==> src/hdl/base32_code_to_key_decoder_defines.svh <==
// ----------------------------------------------------------------------------
// Base32 code to key decoder: assertion macros
// Shared helpers for the concurrent checks of the decoder.
// ----------------------------------------------------------------------------
`ifndef BASE32_CODE_TO_KEY_DECODER_DEFINES_SVH
`define BASE32_CODE_TO_KEY_DECODER_DEFINES_SVH

// A check that must hold in the same cycle as its condition.
`define B32D_ASSERT_NOW(label, ante, cons, msg) \
    label: assert property (@(posedge clk) disable iff (!rst_n) (ante) |-> (cons)) \
        else $error(msg);

// A check that must hold in the cycle after its condition.
`define B32D_ASSERT_NEXT(label, ante, cons, msg) \
    label: assert property (@(posedge clk) disable iff (!rst_n) (ante) |=> (cons)) \
        else $error(msg);

`endif

==> src/hdl/b32d_pkg.sv <==
`timescale 1ns / 1ps
// ----------------------------------------------------------------------------
// Base32 code to key decoder package
// Sizes, status codes, shared structures and the symbol lookup.
// ----------------------------------------------------------------------------
package b32d_pkg;

    localparam int KEY_BYTES   = 16;
    localparam int NUM_SYMBOLS = (KEY_BYTES * 8 + 4) / 5;
    localparam int IDX_W       = (KEY_BYTES > 1) ? $clog2(KEY_BYTES) : 1;
    localparam int PTR_W       = $clog2(KEY_BYTES + 1);
    localparam int CNT_W       = $clog2(NUM_SYMBOLS + 1);
    localparam int ADDR_W      = IDX_W + 1;
    localparam int MEM_DEPTH   = 2 ** ADDR_W;
    localparam int STATUS_W    = 3;

    localparam logic [STATUS_W-1:0] ST_OK        = 3'd0;
    localparam logic [STATUS_W-1:0] ST_BAD_CHAR  = 3'd1;
    localparam logic [STATUS_W-1:0] ST_TOO_LONG  = 3'd2;
    localparam logic [STATUS_W-1:0] ST_TOO_SHORT = 3'd3;
    localparam logic [STATUS_W-1:0] ST_PADDING   = 3'd4;

    typedef struct packed {
        logic              ok;
        logic [4:0]        value;
    } b32d_sym_t;

    typedef struct packed {
        logic              en;
        logic [ADDR_W-1:0] addr;
        logic [7:0]        data;
    } b32d_wr_t;

    typedef struct packed {
        logic                valid;
        logic                bank;
        logic [STATUS_W-1:0] status;
    } b32d_run_t;

    typedef struct packed {
        logic busy;
        logic held;
    } b32d_drain_stat_t;

    function automatic b32d_sym_t symbol_lookup(input logic [7:0] c);
        logic [7:0] u;
        b32d_sym_t  s;
        u = c;
        s.ok = 1'b1;
        s.value = 5'd0;
        if (c inside {[8'h61:8'h7A]})
        begin
            u = c - 8'h20;
        end
        case (u)
            8'h30, 8'h4F:          s.value = 5'd0;
            8'h31, 8'h49, 8'h4C:   s.value = 5'd1;
            8'h32:                 s.value = 5'd2;
            8'h33:                 s.value = 5'd3;
            8'h34:                 s.value = 5'd4;
            8'h35:                 s.value = 5'd5;
            8'h36:                 s.value = 5'd6;
            8'h37:                 s.value = 5'd7;
            8'h38:                 s.value = 5'd8;
            8'h39:                 s.value = 5'd9;
            8'h41:                 s.value = 5'd10;
            8'h42:                 s.value = 5'd11;
            8'h43:                 s.value = 5'd12;
            8'h44:                 s.value = 5'd13;
            8'h45:                 s.value = 5'd14;
            8'h46:                 s.value = 5'd15;
            8'h47:                 s.value = 5'd16;
            8'h48:                 s.value = 5'd17;
            8'h4A:                 s.value = 5'd18;
            8'h4B:                 s.value = 5'd19;
            8'h4D:                 s.value = 5'd20;
            8'h4E:                 s.value = 5'd21;
            8'h50:                 s.value = 5'd22;
            8'h51:                 s.value = 5'd23;
            8'h52:                 s.value = 5'd24;
            8'h53:                 s.value = 5'd25;
            8'h54:                 s.value = 5'd26;
            8'h56:                 s.value = 5'd27;
            8'h57:                 s.value = 5'd28;
            8'h58:                 s.value = 5'd29;
            8'h59:                 s.value = 5'd30;
            8'h5A:                 s.value = 5'd31;
            default:               s.ok = 1'b0;
        endcase
        return s;
    endfunction

endpackage

==> src/hdl/b32d_if.sv <==
`timescale 1ns / 1ps
// ----------------------------------------------------------------------------
// Base32 code to key decoder channels
// Valid/ready channels for typed characters and for decoded key bytes.
// ----------------------------------------------------------------------------
interface b32d_char_if;
    logic       valid;
    logic       ready;
    logic [7:0] char_code;
    logic       end_of_code;

    modport source (output valid, output char_code, output end_of_code, input ready);
    modport sink   (input valid, input char_code, input end_of_code, output ready);
endinterface

interface b32d_key_if;
    logic                          valid;
    logic                          ready;
    logic [7:0]                    key_byte;
    logic [3:0]                    byte_index;
    logic [b32d_pkg::STATUS_W-1:0] status;
    logic                          last_of_run;

    modport source (output valid, output key_byte, output byte_index, output status,
                    output last_of_run, input ready);
    modport sink   (input valid, input key_byte, input byte_index, input status,
                    input last_of_run, output ready);
endinterface

==> src/hdl/b32d_packer.sv <==
`timescale 1ns / 1ps
// ----------------------------------------------------------------------------
// Base32 code to key decoder: symbol packer
// Decodes one character per cycle unless held, packs symbol bits into bytes and
// writes them to the fill bank of the key store, tracking the first error.
// ----------------------------------------------------------------------------
module b32d_packer (
    input  logic                      clk,
    input  logic                      rst_n,
    b32d_char_if.sink                 code,
    input  logic                      hold,
    output b32d_pkg::b32d_wr_t        wr,
    output b32d_pkg::b32d_run_t       run
);

    logic [11:0]                       acc_reg, acc_next;
    logic [3:0]                        pend_reg, pend_next;
    logic [b32d_pkg::CNT_W-1:0]        count_reg, count_next;
    logic [b32d_pkg::PTR_W-1:0]        ptr_reg, ptr_next;
    logic [b32d_pkg::STATUS_W-1:0]     err_reg, err_next;
    logic                              bank_reg;

    logic                              accept;
    logic                              separator;
    b32d_pkg::b32d_sym_t               sym;
    logic [3:0]                        pend_sum;
    logic [3:0]                        shift;
    logic [11:0]                       pad_mask;
    logic [b32d_pkg::STATUS_W-1:0]     status;

    assign code.ready = !hold;
    assign accept     = code.valid && code.ready;
    assign separator  = code.char_code inside {8'h2D, 8'h20, 8'h09, 8'h0D, 8'h0A};
    assign sym        = b32d_pkg::symbol_lookup(code.char_code);
    assign pend_sum   = pend_reg + 4'd5;
    assign shift      = pend_sum - 4'd8;

    always_comb
    begin
        acc_next   = acc_reg;
        pend_next  = pend_reg;
        count_next = count_reg;
        ptr_next   = ptr_reg;
        err_next   = err_reg;
        wr.en      = 1'b0;
        wr.addr    = {bank_reg, ptr_reg[b32d_pkg::IDX_W-1:0]};
        wr.data    = 8'd0;
        if (accept && err_reg == b32d_pkg::ST_OK && !separator)
        begin
            if (!sym.ok)
            begin
                err_next = b32d_pkg::ST_BAD_CHAR;
            end
            else if (count_reg >= b32d_pkg::CNT_W'(b32d_pkg::NUM_SYMBOLS))
            begin
                err_next = b32d_pkg::ST_TOO_LONG;
            end
            else
            begin
                count_next = count_reg + b32d_pkg::CNT_W'(1);
                acc_next   = {acc_reg[6:0], sym.value};
                if (pend_sum >= 4'd8)
                begin
                    wr.en     = ptr_reg < b32d_pkg::PTR_W'(b32d_pkg::KEY_BYTES);
                    wr.data   = 8'(acc_next >> shift);
                    ptr_next  = ptr_reg + b32d_pkg::PTR_W'(1);
                    pend_next = shift;
                end
                else
                begin
                    pend_next = pend_sum;
                end
            end
        end
    end

    always_comb
    begin
        pad_mask = (12'd1 << pend_next) - 12'd1;
        status   = err_next;
        if (status == b32d_pkg::ST_OK
            && count_next != b32d_pkg::CNT_W'(b32d_pkg::NUM_SYMBOLS))
        begin
            status = b32d_pkg::ST_TOO_SHORT;
        end
        if (status == b32d_pkg::ST_OK && (acc_next & pad_mask) != 12'd0)
        begin
            status = b32d_pkg::ST_PADDING;
        end
        run.valid  = accept && code.end_of_code;
        run.bank   = bank_reg;
        run.status = status;
    end

    always_ff @(posedge clk or negedge rst_n)
    begin
        if (!rst_n)
        begin
            acc_reg   <= '0;
            pend_reg  <= '0;
            count_reg <= '0;
            ptr_reg   <= '0;
            err_reg   <= b32d_pkg::ST_OK;
            bank_reg  <= 1'b0;
        end
        else if (accept && code.end_of_code)
        begin
            acc_reg   <= '0;
            pend_reg  <= '0;
            count_reg <= '0;
            ptr_reg   <= '0;
            err_reg   <= b32d_pkg::ST_OK;
            bank_reg  <= !bank_reg;
        end
        else
        begin
            acc_reg   <= acc_next;
            pend_reg  <= pend_next;
            count_reg <= count_next;
            ptr_reg   <= ptr_next;
            err_reg   <= err_next;
        end
    end

endmodule

==> src/hdl/b32d_drain.sv <==
`timescale 1ns / 1ps
// ----------------------------------------------------------------------------
// Base32 code to key decoder: key store and drain
// Two-bank key store; a finished code is read out one byte per cycle into the
// output register, unless the key output stalls, while the next code fills the other bank.
// ----------------------------------------------------------------------------
module b32d_drain (
    input  logic                         clk,
    input  logic                         rst_n,
    input  b32d_pkg::b32d_wr_t           wr,
    input  b32d_pkg::b32d_run_t          run,
    b32d_key_if.source                   key,
    output b32d_pkg::b32d_drain_stat_t   stat
);

    logic [7:0]                    mem [b32d_pkg::MEM_DEPTH];

    logic                          active_reg;
    logic [b32d_pkg::IDX_W-1:0]    idx_reg;
    logic                          bank_reg;
    logic [b32d_pkg::STATUS_W-1:0] status_reg;
    logic                          pvalid_reg;
    logic                          pbank_reg;
    logic [b32d_pkg::STATUS_W-1:0] pstatus_reg;

    logic                          out_valid_reg;
    logic [7:0]                    data_reg;
    logic [b32d_pkg::IDX_W-1:0]    out_idx_reg;
    logic [b32d_pkg::STATUS_W-1:0] out_status_reg;
    logic                          out_last_reg;

    logic                          advance;
    logic                          load;
    logic                          done;
    logic                          busy_after;

    assign advance    = !out_valid_reg || key.ready;
    assign load       = active_reg && advance;
    assign done       = load && idx_reg == b32d_pkg::IDX_W'(b32d_pkg::KEY_BYTES - 1);
    assign busy_after = active_reg && !done;

    assign key.valid       = out_valid_reg;
    assign key.key_byte    = (out_status_reg == b32d_pkg::ST_OK) ? data_reg : 8'd0;
    assign key.byte_index  = 4'(out_idx_reg);
    assign key.status      = out_status_reg;
    assign key.last_of_run = out_last_reg;

    assign stat.busy = active_reg;
    assign stat.held = pvalid_reg;

    always_ff @(posedge clk)
    begin
        if (wr.en)
        begin
            mem[wr.addr] <= wr.data;
        end
        if (load)
        begin
            data_reg       <= mem[{bank_reg, idx_reg}];
            out_idx_reg    <= idx_reg;
            out_status_reg <= status_reg;
            out_last_reg   <= idx_reg == b32d_pkg::IDX_W'(b32d_pkg::KEY_BYTES - 1);
        end
    end

    always_ff @(posedge clk or negedge rst_n)
    begin
        if (!rst_n)
        begin
            active_reg    <= 1'b0;
            idx_reg       <= '0;
            bank_reg      <= 1'b0;
            status_reg    <= b32d_pkg::ST_OK;
            pvalid_reg    <= 1'b0;
            pbank_reg     <= 1'b0;
            pstatus_reg   <= b32d_pkg::ST_OK;
            out_valid_reg <= 1'b0;
        end
        else
        begin
            if (advance)
            begin
                out_valid_reg <= active_reg;
            end
            if (load)
            begin
                idx_reg <= done ? '0 : idx_reg + b32d_pkg::IDX_W'(1);
            end
            if (pvalid_reg)
            begin
                if (done)
                begin
                    bank_reg   <= pbank_reg;
                    status_reg <= pstatus_reg;
                    pvalid_reg <= 1'b0;
                end
            end
            else if (run.valid)
            begin
                if (busy_after)
                begin
                    pvalid_reg  <= 1'b1;
                    pbank_reg   <= run.bank;
                    pstatus_reg <= run.status;
                end
                else
                begin
                    active_reg <= 1'b1;
                    bank_reg   <= run.bank;
                    status_reg <= run.status;
                end
            end
            else if (done)
            begin
                active_reg <= 1'b0;
            end
        end
    end

endmodule

==> src/hdl/base32_code_to_key_decoder.sv <==
`timescale 1ns / 1ps
// ----------------------------------------------------------------------------
// Base32 code to key decoder
// Turns a typed Crockford base32 pairing code into a sixteen-byte key.
// ----------------------------------------------------------------------------
// Characters are taken one item per clock. Separators are skipped, case is
// folded and O, I and L are read as 0, 1 and 1. The item that ends a code
// produces sixteen key items, one per cycle from the key store while the key
// output is not stalled, each with the status of the code; the bytes are zero
// unless the status is ok. The key store has two banks, so the next code is
// taken while the previous one is read out. Input is held off only when a
// second finished code waits behind a read-out still running. With the key
// output never stalled, only a code shorter than sixteen characters meets
// this; a stalled key output lengthens the read-out, and so the wait.
// ----------------------------------------------------------------------------
`include "base32_code_to_key_decoder_defines.svh"

module base32_code_to_key_decoder (
    input  logic        clk,
    input  logic        rst_n,
    b32d_char_if.sink   code,
    b32d_key_if.source  key
);

    b32d_pkg::b32d_wr_t          wr;
    b32d_pkg::b32d_run_t         run;
    b32d_pkg::b32d_drain_stat_t  drain_stat;

    b32d_packer u_packer (
        .clk   (clk),
        .rst_n (rst_n),
        .code  (code),
        .hold  (drain_stat.held),
        .wr    (wr),
        .run   (run)
    );

    b32d_drain u_drain (
        .clk   (clk),
        .rst_n (rst_n),
        .wr    (wr),
        .run   (run),
        .key   (key),
        .stat  (drain_stat)
    );

    `B32D_ASSERT_NOW(a_held_needs_drain, !code.ready, drain_stat.busy, "Input held with no read-out in progress.")
    `B32D_ASSERT_NOW(a_error_zeroes_key, key.valid && key.status != b32d_pkg::ST_OK, key.key_byte == 8'd0, "Key byte not zero on a failed code.")
    `B32D_ASSERT_NEXT(a_index_steps, key.valid && key.ready && !key.last_of_run, key.valid && key.byte_index == 4'($past(key.byte_index) + 4'd1), "Key items not in consecutive order.")

endmodule
==> src/flat_wrapper.sv <==
// flat-port wrapper written by rule: the top's interface ports become plain ports
module base32_code_to_key_decoder_flat 
  (clk, rst_n, code_valid, code_char_code, code_end_of_code, code_ready, key_valid, key_key_byte, key_byte_index, key_status, key_last_of_run, key_ready);
  b32d_char_if code_i ();
  b32d_key_if key_i ();
  input  logic clk;
  input  logic rst_n;
  input wire logic [$bits(code_i.valid)-1:0] code_valid;
  input wire logic [$bits(code_i.char_code)-1:0] code_char_code;
  input wire logic [$bits(code_i.end_of_code)-1:0] code_end_of_code;
  output wire logic [$bits(code_i.ready)-1:0] code_ready;
  output wire logic [$bits(key_i.valid)-1:0] key_valid;
  output wire logic [$bits(key_i.key_byte)-1:0] key_key_byte;
  output wire logic [$bits(key_i.byte_index)-1:0] key_byte_index;
  output wire logic [$bits(key_i.status)-1:0] key_status;
  output wire logic [$bits(key_i.last_of_run)-1:0] key_last_of_run;
  input wire logic [$bits(key_i.ready)-1:0] key_ready;
  assign code_i.valid = code_valid;
  assign code_i.char_code = code_char_code;
  assign code_i.end_of_code = code_end_of_code;
  assign code_ready = code_i.ready;
  assign key_valid = key_i.valid;
  assign key_key_byte = key_i.key_byte;
  assign key_byte_index = key_i.byte_index;
  assign key_status = key_i.status;
  assign key_last_of_run = key_i.last_of_run;
  assign key_i.ready = key_ready;
  base32_code_to_key_decoder u_core (.clk(clk), .rst_n(rst_n), .code(code_i), .key(key_i));
endmodule
==> config.mk <==
export PLATFORM = sky130hd
export DESIGN_NAME = base32_code_to_key_decoder_flat
export DESIGN_NICKNAME = d
export VERILOG_FILES = /design/src/hdl/b32d_pkg.sv /design/src/hdl/b32d_if.sv /design/src/hdl/b32d_packer.sv /design/src/hdl/b32d_drain.sv /design/src/hdl/base32_code_to_key_decoder.sv /design/src/flat_wrapper.sv
export VERILOG_INCLUDE_DIRS = /design/src /design/src/hdl
export SDC_FILE = /design/constraint.sdc
export NUM_CORES = 1
export LEC_CHECK = 0
export BUFFER_PORTS_ARGS = -buffer_cell sky130_fd_sc_hd__buf_4
export CAP_MARGIN = 20
export CELL_PAD_IN_SITES_DETAIL_PLACEMENT = 0
export CELL_PAD_IN_SITES_GLOBAL_PLACEMENT = 2
export CORE_MARGIN = 2
export CORE_UTILIZATION = 50
export CTS_CLUSTER_DIAMETER = 100
export DETAILED_ROUTE_END_ITERATION = 8
export HOLD_SLACK_MARGIN = 0.02
export PLACE_DENSITY = 0.9
export REMOVE_ABC_BUFFERS = 1
export SLEW_MARGIN = 40
export SYNTH_ARGS = -nofsm -noshare
export SYNTH_HDL_FRONTEND = slang
export SYNTH_SLANG_ARGS = --single-unit
==> constraint.sdc <==
create_clock -name clk -period 5.4 [get_ports clk]
set_input_delay 0.27 -clock clk [delete_from_list [all_inputs] [get_ports clk]]
set_output_delay 0.27 -clock clk [all_outputs]
set_load 0.01 [all_outputs]
==> summary.txt, run 1 <==
Flow run
  • Maxcap violations: 0

Drt
  • Vias per inst: 5.80
  • First-pass detailed-route iteration total: 5
  • Top Layer Used: met4
  • Vias: 7605
  • Routed wl met3: 1370 um
  • Routed met1 length: 12300 um
  • Final wirelength: 28600 um
  • # DRC: 0
  • Antenna Nets Post-Route: 0
  • Starting DRT DRC Count: 553
  • Drt wl/cell: 21.8 um
  • WL met2: 14300 um

Synthesis
  • Cell type with the largest total area after synthesis: edfxtp_1
  • Synth Area in Adders: 0.983%
  • Synth warn: 0
  • Post-Synth XOR/XNOR Area: 0.876%
  • Number of flops mapped to enable cells by yosys: 272
  • Distinct cells, synth: 66
  • Syn Inst Count: 888
  • Sequential-to-total area share from yosys stat: 66.4%
  • Yosys reg bits: 317
  • Post-Synth Simple-Gate Area: 7.77%
  • Post-Syn Area: 14000 um2
  • Synth top area cells: edfxtp_1 58%, mux4_2 13%, dfrtp_1 8.0%, nor2_1 2.3%, mux2i_1 1.5%
  • FFs w/ async S/R, synth: 14.2%
  • Syn Area/Cell: 15.8 um2
  • Largest family of logic cells by synthesized area: multiplexers
  • Synth Area in Compound Gates: 6.09%
  • Top_reg_cell synth: edfxtp_1
  • Post-synthesis mux area share: 15.7%
  • Post-synth top area share: 58.3%

Setup path
  • Critical path startpoint: u_core.u_drain.pvalid_reg
  • R2R Setup Slk: 1.17 ns
  • Critical path endpoint category: flip-flop
  • Max incr delay on CP: 0.50 ns
  • WS Path Type: flip-flop to flip-flop
  • Worst-path cell chain: inv_1 > and3_1 > nand3_1 > nor2_1 > nand2_1 > buf_4 > a21oi_1 > or2_2 > ha_1 > inv_1 > a32oi_1 > o211ai_1 > a221o_1 > o21ai_0 > and4_1 > o311a_1 > o41ai_2
  • Crit path max fanout: 13
  • Worst r2r src: u_core.u_drain.pvalid_reg
  • Worst EP required: 5.83 ns
  • Critical-path top delay cell: dfrtp_1
  • Most frequent cell on the critical path: inv_1
  • Critical path arrival: 4.66 ns
  • Startpoint Class: flip-flop

Placement
  • Cell count after placement: 1252
  • Gp weighted congestion: 0.843
  • IO buf count: 30
  • DP Wirelength: 18300 um

Timing
  • RSZ-0062 raised after global routing: false
  • Maximum clock frequency: 236 MHz
  • Final hold violations: 0
  • Least-Margin Pin Slew: 0.830 ns
  • Final setup vio count: 0
  • Layout Skew: 0.0280 ns
  • Max-slew headroom: 44.5%
  • Crit share post-route: 78.3%
  • Final min period: 4.23 ns
  • Final max-slew violation count: 0
  • TNS Setup: 0 ns

Global route
  • Vias in the first global route: 7705
  • Initial antenna violation count: 0
  • First-pass GRT wire length: 44900 um
  • Largest net degree at the start of global routing: 49
  • GRT overflow: 0
  • GRT Total Usage: 20.1%

Worst hold path
  • Worst hold path class: primary input to async pin

Floorplanning
  • Chip Height: 171 um
  • Core Box Area: 27700 um2
  • Num rows: 61
  • Full die area: 29400 um2
  • Die Wd: 171 um
  • IO Pins: 31
  • Initial Util: 50.5%

CTS
  • Clk sinks: 317
  • Clk buf depth: 3
  • Worst-path clk slew: 0.06 ns
  • CTS Buf Count: 31
  • TritonCTS clock tree: built
  • Root buf cell: clkbuf_16
  • # H-tree levels: 1
  • Insertion delay to the later sink of the worst-skew pair: 0.57 ns

Cells and area
  • Nets: 933
  • Commonest non-fill, non-tap cell in the layout: edfxtp_1
  • Ant. Diodes: 0
  • P&R area growth vs syn: 12.1%
  • Non-Filler Instances: 1312
  • Most frequent cells in the layout: 272 x edfxtp_1, 80 x mux4_2, 74 x nor2_1, 52 x nand2_1, 45 x buf_4
  • Multi-input gate area: 4480 um2
  • Max reg flops: 256
  • Share of layout cells above drive strength 1: 23.3%
  • Number of fill cells: 2121
  • Sequential Area: 9300 um2

Pwr
  • Worst VDD drop: 249 uV
  • P per Cell Area: 430 nW/um2
  • Cell leakage power: 0.00488 uW

Run status
  • Status: completed
[cell families (layout without fill, tap and decap cells)]
kind of cell	Yosys count	count (layout)
fa+ha+maj	11	11
compound gates	128	128
xor+xnor	14	14
buf+inv	74	120
simple gates	227	227
mux	117	117
flops	317	317
[path summary, 6_finish.rpt]
| kind | cells past startpoint | to |
|---|---|---|
| worst max-delay path | 17 | u_core.u_drain.status_reg[2] |
| worst min-delay path | 2 | u_core.u_drain.idx_reg[3] |
| worst max register to register | 17 | u_core.u_drain.status_reg[2] |
| worst min register to register | 0 | u_core.u_drain.key.status[1] |
| max in group asynchronous | 2 | u_core.u_packer.ptr_reg[3] |
| min in group clk | 4 | u_core.u_packer.acc_reg[3] |
[layer usage]
layer | GRT usage [%] | vias up
met2 | 34.0 | 206
met4 | 5.27 | 0
li1 | - | 3526
met1 | 27.8 | 3832
met5 | 0 | -
met3 | 2.67 | 41
[worst max-delay path: cells and delay by family, from the launching register on]
kind	cells	cell delay, ns
compound gates	7	1.33
buf+inv	3	0.58
simple gates	6	1.41
flops	1	0.50
fa+ha+maj	1	0.28
[what timing repair did]
action / 4_1_cts / 5_1_grt
gates resized for setup: 0 / 0
hold endpoints to repair: 46 / 0
buffers inserted: 0 / 0
hold buffers: 2 / 0
[final cells by class]
class                   count  share of cell area, %
flip-flops and latches    317                   59.3
multi-input cells         497                   28.5
clock buffers              41                   5.31
well taps                 378                   3.01
repair buffers             47                   2.28
clock inverters            17                   1.28
inverters                  15                  0.359
[cells in the mapped netlist (12+ instances only)]
library cell,n
a21oi_1,30
and2_1,12
clkbuf_1,37
dfrtp_1,45
edfxtp_1,272
inv_1,15
mux2_2,15
mux2i_1,21
mux4_2,80
nand2_1,52
nand2b_1,16
nor2_1,85
nor3_1,14
o21ai_0,26
[through the flow]
step                      hold slack [ns]  cell area [um2]  util [%]  total power [uW]  worst slack (ns)
after global routing                0.296            15700      56.7              7060             0.709
after floorplan                   -0.0256            13700         -              4180             0.864
after CTS                           0.267            15700      56.6              6810              1.18
after global placement              0.320            14600      52.7              4610             0.873
final                               0.254            15700      56.7              6750              1.17
after detailed placement            0.325            14600      52.8              4640             0.751
[power by group]
| group | switching, uW | total, uW | internal, uW |
|---|---|---|---|
| Clock | 893 | 2170 | 1280 |
| Sequential | 317 | 3110 | 2790 |
| Combinational | 740 | 1470 | 733 |
(Power assumes the default switching activity.)
==> run 2: changes to the inputs <==
CORE_UTILIZATION = 47   (was 50)
PLACE_DENSITY = 0.85   (was 0.9)
clock period = 3.9 ns   (was 5.4 ns; I/O delays follow)
==> run 2 against run 1 <==
Against the previous run:
- first-iteration DRC count up 20%
- clock power up 35%
- sequential power up 33%
- non-clock buffer count up 65
==> summary.txt, run 2 (same netlist as run 1, synthesis figures left out) <==
Cells and area
  • Most frequent cells in the layout: 272 x edfxtp_1, 108 x buf_4, 80 x mux4_2, 80 x nor2_1, 52 x nand2_1 (was 272 x edfxtp_1, 80 x mux4_2, 74 x nor2_1, 52 x nand2_1, 45 x buf_4)
  • Non-Filler Instances: 1391 (was 1312)
  • Number of fill cells: 2395 (was 2121)
  • Commonest non-fill, non-tap cell in the layout: edfxtp_1 (unchanged)
  • Nets: 1001 (was 933)
  • Multi-input gate area: 4450 um2 (was 4480 um2)
  • P&R area growth vs syn: 15.7% (was 12.1%)
  • Share of layout cells above drive strength 1: 27.6% (was 23.3%)
  • Ant. Diodes: 0 (unchanged)
  • Sequential Area: 9300 um2 (about the same)
  • Max reg flops: 256 (unchanged)

Pwr
  • Psw: 2660 uW (was 1950 uW)
  • Int Pwr: 6620 uW (was 4800 uW)
  • P per Cell Area: 573 nW/um2 (was 430 nW/um2)
  • Comb power frac: 23.9% (was 21.8%)
  • Clk pwr share: 31.6% (was 32.2%)
  • Switching share of power: 28.7% (was 28.9%)
  • Worst VDD drop: 284 uV (was 249 uV)
  • Cell leakage power: 0.00539 uW (was 0.00488 uW)
  • Part of the power in registers: 44.6% (was 46.0%)

Timing
  • Final min period: 3.57 ns (was 4.23 ns)
  • Final setup vio count: 0 (unchanged)
  • Max-slew headroom: 54.9% (was 44.5%)
  • Maximum clock frequency: 280 MHz (was 236 MHz)
  • Final worst setup slack: 0.334 ns (was 1.17 ns)
  • Least-Margin Pin Slew: 0.673 ns (was 0.830 ns)
  • Crit share post-route: 91.4% (was 78.3%)
  • RSZ-0062 raised after global routing: false (unchanged)
  • Final max-slew violation count: 0 (unchanged)
  • Layout Skew: 0.0200 ns (was 0.0280 ns)
  • Final hold violations: 0 (unchanged)

CTS
  • Root buf cell: clkbuf_16 (unchanged)
  • Clk buf depth: 3 (unchanged)
  • Clk sinks: 317 (unchanged)
  • CTS Buf Count: 34 (was 31)
  • Insertion delay to the later sink of the worst-skew pair: 0.51 ns (was 0.57 ns)
  • # H-tree levels: 2 (was 1)
  • TritonCTS clock tree: built (unchanged)
  • Worst-path clk slew: 0.06 ns (about the same)

Global route
  • First-pass GRT wire length: 44800 um (was 44900 um)
  • GRT Total Usage: 19.0% (was 20.1%)
  • GRT overflow: 0 (unchanged)
  • Initial antenna violation count: 0 (unchanged)
  • Vias in the first global route: 7790 (was 7705)
  • Largest net degree at the start of global routing: 46 (was 49)

Setup path
  • WS Path Type: flip-flop to flip-flop (unchanged)
  • R2R Setup Slk: 0.33 ns (was 1.17 ns)
  • Crit path max fanout: 4 (was 13)
  • Buf/Inv on CP: 2 (was 3)
  • R2R cell count: 18 (was 17)
  • Startpoint Class: flip-flop (unchanged)
  • Critical path endpoint category: flip-flop (unchanged)
  • Worst EP required: 4.31 ns (was 5.83 ns)
  • Critical path arrival: 3.98 ns (was 4.66 ns)
  • Critical-path top delay cell: dfrtp_1 (unchanged)
  • Worst-path cell chain: nor3_2 > and3_2 > nand3_1 > nor2_4 > nand2_1 > mux2i_1 > o22ai_2 > inv_1 > or2_2 > ha_1 > inv_1 > a31oi_1 > or3_1 > mux2i_1 > nor4_1 > and4_1 > o311a_1 > o41ai_2 (was inv_1 > and3_1 > nand3_1 > nor2_1 > nand2_1 > buf_4 > a21oi_1 > or2_2 > ha_1 > inv_1 > a32oi_1 > o211ai_1 > a221o_1 > o21ai_0 > and4_1 > o311a_1 > o41ai_2)
  • Critical R2R Capture: u_core.u_drain.status_reg[2] (unchanged)
  • Max incr delay on CP: 0.40 ns (was 0.50 ns)
  • Delay-heaviest family, CP: simple AND/OR/NAND/NOR gates (unchanged)
  • Worst r2r src: u_core.u_packer.err_reg[0] (was u_core.u_drain.pvalid_reg)

Drt
  • Antenna Nets Post-Route: 0 (unchanged)
  • Starting DRT DRC Count: 664 (was 553)
  • Drt wl/cell: 20.7 um (was 21.8 um)
  • First-pass detailed-route iteration total: 5 (unchanged)
  • Vias per inst: 5.65 (was 5.80)
  • Final wirelength: 28800 um (was 28600 um)
  • # DRC: 0 (unchanged)
  • Vias: 7854 (was 7605)

Floorplanning
  • Chip Height: 177 um (was 171 um)
  • Full die area: 31200 um2 (was 29400 um2)
  • Initial Util: 47.5% (was 50.5%)
  • Core Box Area: 29500 um2 (was 27700 um2)
  • IO Pins: 31 (unchanged)
  • Die Wd: 177 um (was 171 um)
  • Num rows: 63 (was 61)

Placement
  • Dpl ws: -0.0966 ns (was 0.751 ns)
  • Cell count after placement: 1327 (was 1252)
  • IO buf count: 30 (unchanged)
  • Gp weighted congestion: 0.865 (was 0.843)
  • DP Wirelength: 18900 um (was 18300 um)

Worst hold path
  • Worst hold path class: primary input to async pin (unchanged)

Flow run
  • Maxcap violations: 0 (unchanged)

Run status
  • Status: completed (unchanged)
run 2: cell types whose count changed in the layout (fill, tap and decap cells not counted), sizes merged:
cell	delta
clkinvlp	+1
inv	-2
clkbuf	-1
bufinv	-4
clkinv	+8
buf	+65
run 2: repair_timing:
| action | 4_1_cts | 5_1_grt |
|---|---|---|
| hold endpoints to repair | 46 | 0 |
| setup endpoints to repair | 0 | 2 |
| buffers inserted | 0 | 2 |
| hold buffers | 2 | 0 |
| resized for setup | 0 | 5 |
run 2: stage by stage:
| stage | total power [uW] | hold slack [ns] | cell area [um2] | setup TNS [ns] | utilization (%) |
|---|---|---|---|---|---|
| 6_report | 9280 | 0.235 | 16200 | 0 | 55.0 |
| 2_1_floorplan | 5790 | -0.101 | 13700 | -51.56 | - |
| 3_3_place_gp | 6400 | 0.244 | 15100 | -0.00868 | 51.2 |
| 4_1_cts | 9360 | 0.248 | 16200 | 0 | 54.8 |
| 5_1_grt | 9740 | 0.284 | 16200 | 0 | 55.0 |
| 3_5_place_dp | 6410 | 0.251 | 15100 | -0.176 | 51.3 |
run 2: routing by layer:
| metal | vias up | track usage, % | share of wire [%] |
|---|---|---|---|
| li1 | 3666 | - | - |
| met1 | 3955 | 26.6 | 44 |
| met5 | - | 0 | 0 |
| met2 | 194 | 31.0 | 49 |
| met4 | 0 | 5.68 | 2.2 |
| met3 | 39 | 2.80 | 4.8 |
run 2: worst max-delay path by stage:
stage | from | end | slack [ns] | depth (start not counted)
after floorplan | code_char_code[5] | u_core.u_drain.mem[0][2] | -0.56 | 9
after global placement | code_char_code[5] | u_core.u_drain.status_reg[2] | -0.009 | 20
after detailed placement | code_char_code[5] | u_core.u_drain.status_reg[2] | -0.1 | 21
after CTS | u_core.u_packer.err_reg[0] | u_core.u_drain.status_reg[2] | 0.13 | 18
after global routing | u_core.u_packer.err_reg[0] | u_core.u_drain.pstatus_reg[2] | 0.03 | 17
final | u_core.u_packer.err_reg[0] | u_core.u_drain.status_reg[2] | 0.33 | 18
run 2: power groups by stage:
stage | clock [uW] | combinational [uW] | sequential, uW
CTS | 3000 | 2220 | 4140
global placement | 0 | 2190 | 4200
detailed placement | 0 | 2200 | 4210
floorplan | 0 | 1380 | 4410
finish | 2930 | 2220 | 4140
global route | 3140 | 2420 | 4170
run 2: cell type report:
cell class	count	area share, %
flip-flops and latches	317	57.4
multi-input cells	497	27.5
clock buffers	40	5.58
repair buffers	112	5.38
well taps	390	3.01
clock inverters	20	0.788
inverters	15	0.348
==> run 3: changes to the inputs <==
CAP_MARGIN = unset   (was 20)
CORE_UTILIZATION = 46   (was 47)
SYNTH_HIERARCHICAL = 1   (was unset)
==> run 3 against run 2 <==
Against the previous run:
- utilization is 0.44 points higher
- critical path type unchanged
- final cell count is 9.0% higher
- final area is 4.3% higher
- highest routed layer unchanged
- via count is 10% higher
- combinational power is 26% higher
- total power is 8.4% higher
==> summary.txt, run 3 <==
Timing
  • Final worst setup slack: 0.0953 ns (was 0.334 ns)
  • WHS: 0.220 ns (was 0.235 ns)
  • RSZ-0062 raised after global routing: true (was false)
  • Layout Skew: 0.0211 ns (was 0.0200 ns)
  • Final setup vio count: 0 (unchanged)
  • Least-Margin Pin Slew: 0.723 ns (was 0.673 ns)
  • Final min period: 3.80 ns (was 3.57 ns)
  • Maximum clock frequency: 263 MHz (was 280 MHz)
  • Final max-slew violation count: 0 (unchanged)
  • Max-slew headroom: 51.8% (was 54.9%)
  • Crit share post-route: 97.6% (was 91.4%)
  • Final hold violations: 0 (unchanged)

Placement
  • Dpl ws: -0.479 ns (was -0.0966 ns)
  • Gp weighted congestion: 0.887 (was 0.865)
  • Cell count after placement: 1444 (was 1327)
  • Area after DPL: 15600 um2 (was 15100 um2)
  • IO buf count: 30 (unchanged)
  • DP Wirelength: 20600 um (was 18900 um)

Cells and area
  • Share of layout cells above drive strength 1: 31.4% (was 27.6%)
  • P&R area growth vs syn: 18.7% (was 15.7%)
  • Non-Filler Instances: 1516 (was 1391)
  • Max reg flops: 256 (unchanged)
  • Most frequent cells in the layout: 272 x edfxtp_1, 155 x buf_4, 77 x nand2_1, 74 x nor2_1, 51 x mux4_2 (was 272 x edfxtp_1, 108 x buf_4, 80 x mux4_2, 80 x nor2_1, 52 x nand2_1)
  • Nets: 1115 (was 1001)
  • Sequential Area: 9300 um2 (about the same)
  • Number of fill cells: 2408 (was 2395)
  • Ant. Diodes: 0 (unchanged)
  • Commonest non-fill, non-tap cell in the layout: edfxtp_1 (unchanged)
  • Multi-input gate area: 4670 um2 (was 4450 um2)
  • Fin area: 16900 um2 (was 16200 um2)

Floorplanning
  • Num rows: 64 (was 63)
  • Die Wd: 180 um (was 177 um)
  • Core Box Area: 30500 um2 (was 29500 um2)
  • Full die area: 32400 um2 (was 31200 um2)
  • Initial Util: 46.7% (was 47.5%)
  • IO Pins: 31 (unchanged)
  • Chip Height: 180 um (was 177 um)

Pwr
  • Cell leakage power: 0.00574 uW (was 0.00539 uW)
  • Worst VDD drop: 328 uV (was 284 uV)
  • Total power: 10100 uW (was 9280 uW)
  • P per Cell Area: 595 nW/um2 (was 573 nW/um2)

Global route
  • Vias in the first global route: 8538 (was 7790)
  • GRT Total Usage: 19.4% (was 19.0%)
  • GR peak layer: met2 (unchanged)
  • Largest net degree at the start of global routing: 46 (unchanged)
  • Met3 GRT Util: 2.90% (was 2.80%)
  • First-pass GRT wire length: 49200 um (was 44800 um)
  • GRT overflow: 0 (unchanged)
  • Met2 Usage GRT: 32.6% (was 31.0%)
  • GR Util met1: 26.7% (was 26.6%)
  • Initial antenna violation count: 0 (unchanged)

Setup path
  • Critical path endpoint category: flip-flop (unchanged)
  • Critical path arrival: 4.19 ns (was 3.98 ns)
  • WS Path Type: flip-flop to flip-flop (unchanged)
  • Crit path max fanout: 4 (unchanged)
  • Startpoint Class: flip-flop (unchanged)
  • Worst EP required: 4.29 ns (was 4.31 ns)

Drt
  • Final wirelength: 31800 um (was 28800 um)
  • Vias per inst: 5.71 (was 5.65)
  • First-pass detailed-route iteration total: 5 (unchanged)
  • Vias: 8653 (was 7854)
  • Starting DRT DRC Count: 618 (was 664)
  • Drt wl/cell: 21.0 um (was 20.7 um)
  • # DRC: 0 (unchanged)
  • Antenna Nets Post-Route: 0 (unchanged)

CTS
  • Insertion delay to the later sink of the worst-skew pair: 0.51 ns (about the same)
  • Clk sinks: 317 (unchanged)
  • Root buf cell: clkbuf_16 (unchanged)
  • Worst-path clk slew: 0.06 ns (about the same)
  • Clk buf depth: 3 (unchanged)
  • # H-tree levels: 2 (unchanged)
  • TritonCTS clock tree: built (unchanged)
  • CTS Buf Count: 34 (unchanged)

Flow run
  • Maxcap violations: 0 (unchanged)

Run status
  • Status: completed (unchanged)

Synthesis
  • Syn Area/Cell: 14.8 um2 (was 15.8 um2)
  • Synth warn: 6 (was 0)
  • Post-Syn Area: 14200 um2 (was 14000 um2)
  • Syn Inst Count: 965 (was 888)

Worst hold path
  • Worst hold path class: primary input to flip-flop (was primary input to async pin)
-- run 3: report_power, final --
group          internal, uW  switching [uW]  total (uW)  leakage (uW)
combinational          1300            1490        2790       0.00221
clock                  1860            1280        3130      0.000539
sequential             3880             263        4140       0.00300
-- run 3: path summary, 6_finish.rpt --
kind,from,endpoint,slack [ns],depth (start not counted)
max reg2reg,u_core/u_packer/count_reg[0],u_core/u_drain/status_reg[2],0.1,18
min,code_valid,u_core/u_packer/count_reg[2],0.22,5
min in group asynchronous,rst_n,u_core/u_packer/acc_reg[7],0.23,2
max in group asynchronous,rst_n,u_core/u_drain/idx_reg[0],3.19,2
min reg2reg,u_core/u_drain/status_reg[1],u_core/u_drain/key.status[1],0.45,0
max,u_core/u_packer/count_reg[0],u_core/u_drain/status_reg[2],0.1,18
-- run 3: per-stage QoR --
step | utilization (%) | setup TNS (ns)
after global routing | 55.4 | -0.0957
after CTS | 54.8 | -0.0172
after floorplan | - | -23.88
after detailed placement | 51.0 | -0.695
after global placement | 51.0 | -0.382
final | 55.4 | 0
-- run 3: critical path: stages (launching register included) --
cell and delay [ns]:
dfrtp_1 0.35, inv_1 0.07, ha_1 0.21, o311ai_2 0.23
buf_4 0.17, and2_4 0.15, o21ai_4 0.06, or4_4 0.55
nand3_4 0.09, nand2_4 0.05, ha_4 0.18, mux2_2 0.26
and3_4 0.15, a31oi_4 0.14, o221ai_2 0.12, a2111oi_4 0.21
a31oi_1 0.14, mux2_4 0.28, mux2_4 0.25
-- run 3: area by class of cell --
cell class / instances / share of cell area, %
sequential: 317 / 55.0
multi-input combinational: 560 / 27.7
timing repair buffer: 162 / 7.43
clock buffer: 41 / 5.32
tap: 396 / 2.93
clock inverter: 21 / 1.21
inverter: 19 / 0.422
-- run 3: what timing repair did --
action	in CTS	in global routing
gates resized for setup	9	20
buffers inserted	1	7
endpoints found under the setup margin	1	2
hold buffers	3	0
pin swaps	4	10
endpoints found under the hold margin	47	0
-- run 3: routing by layer --
metal,vias up,wire length [um]
li1,4019,-
met1,4332,13700
met2,255,15700
met3,47,1680
met4,0,716
met5,-,0
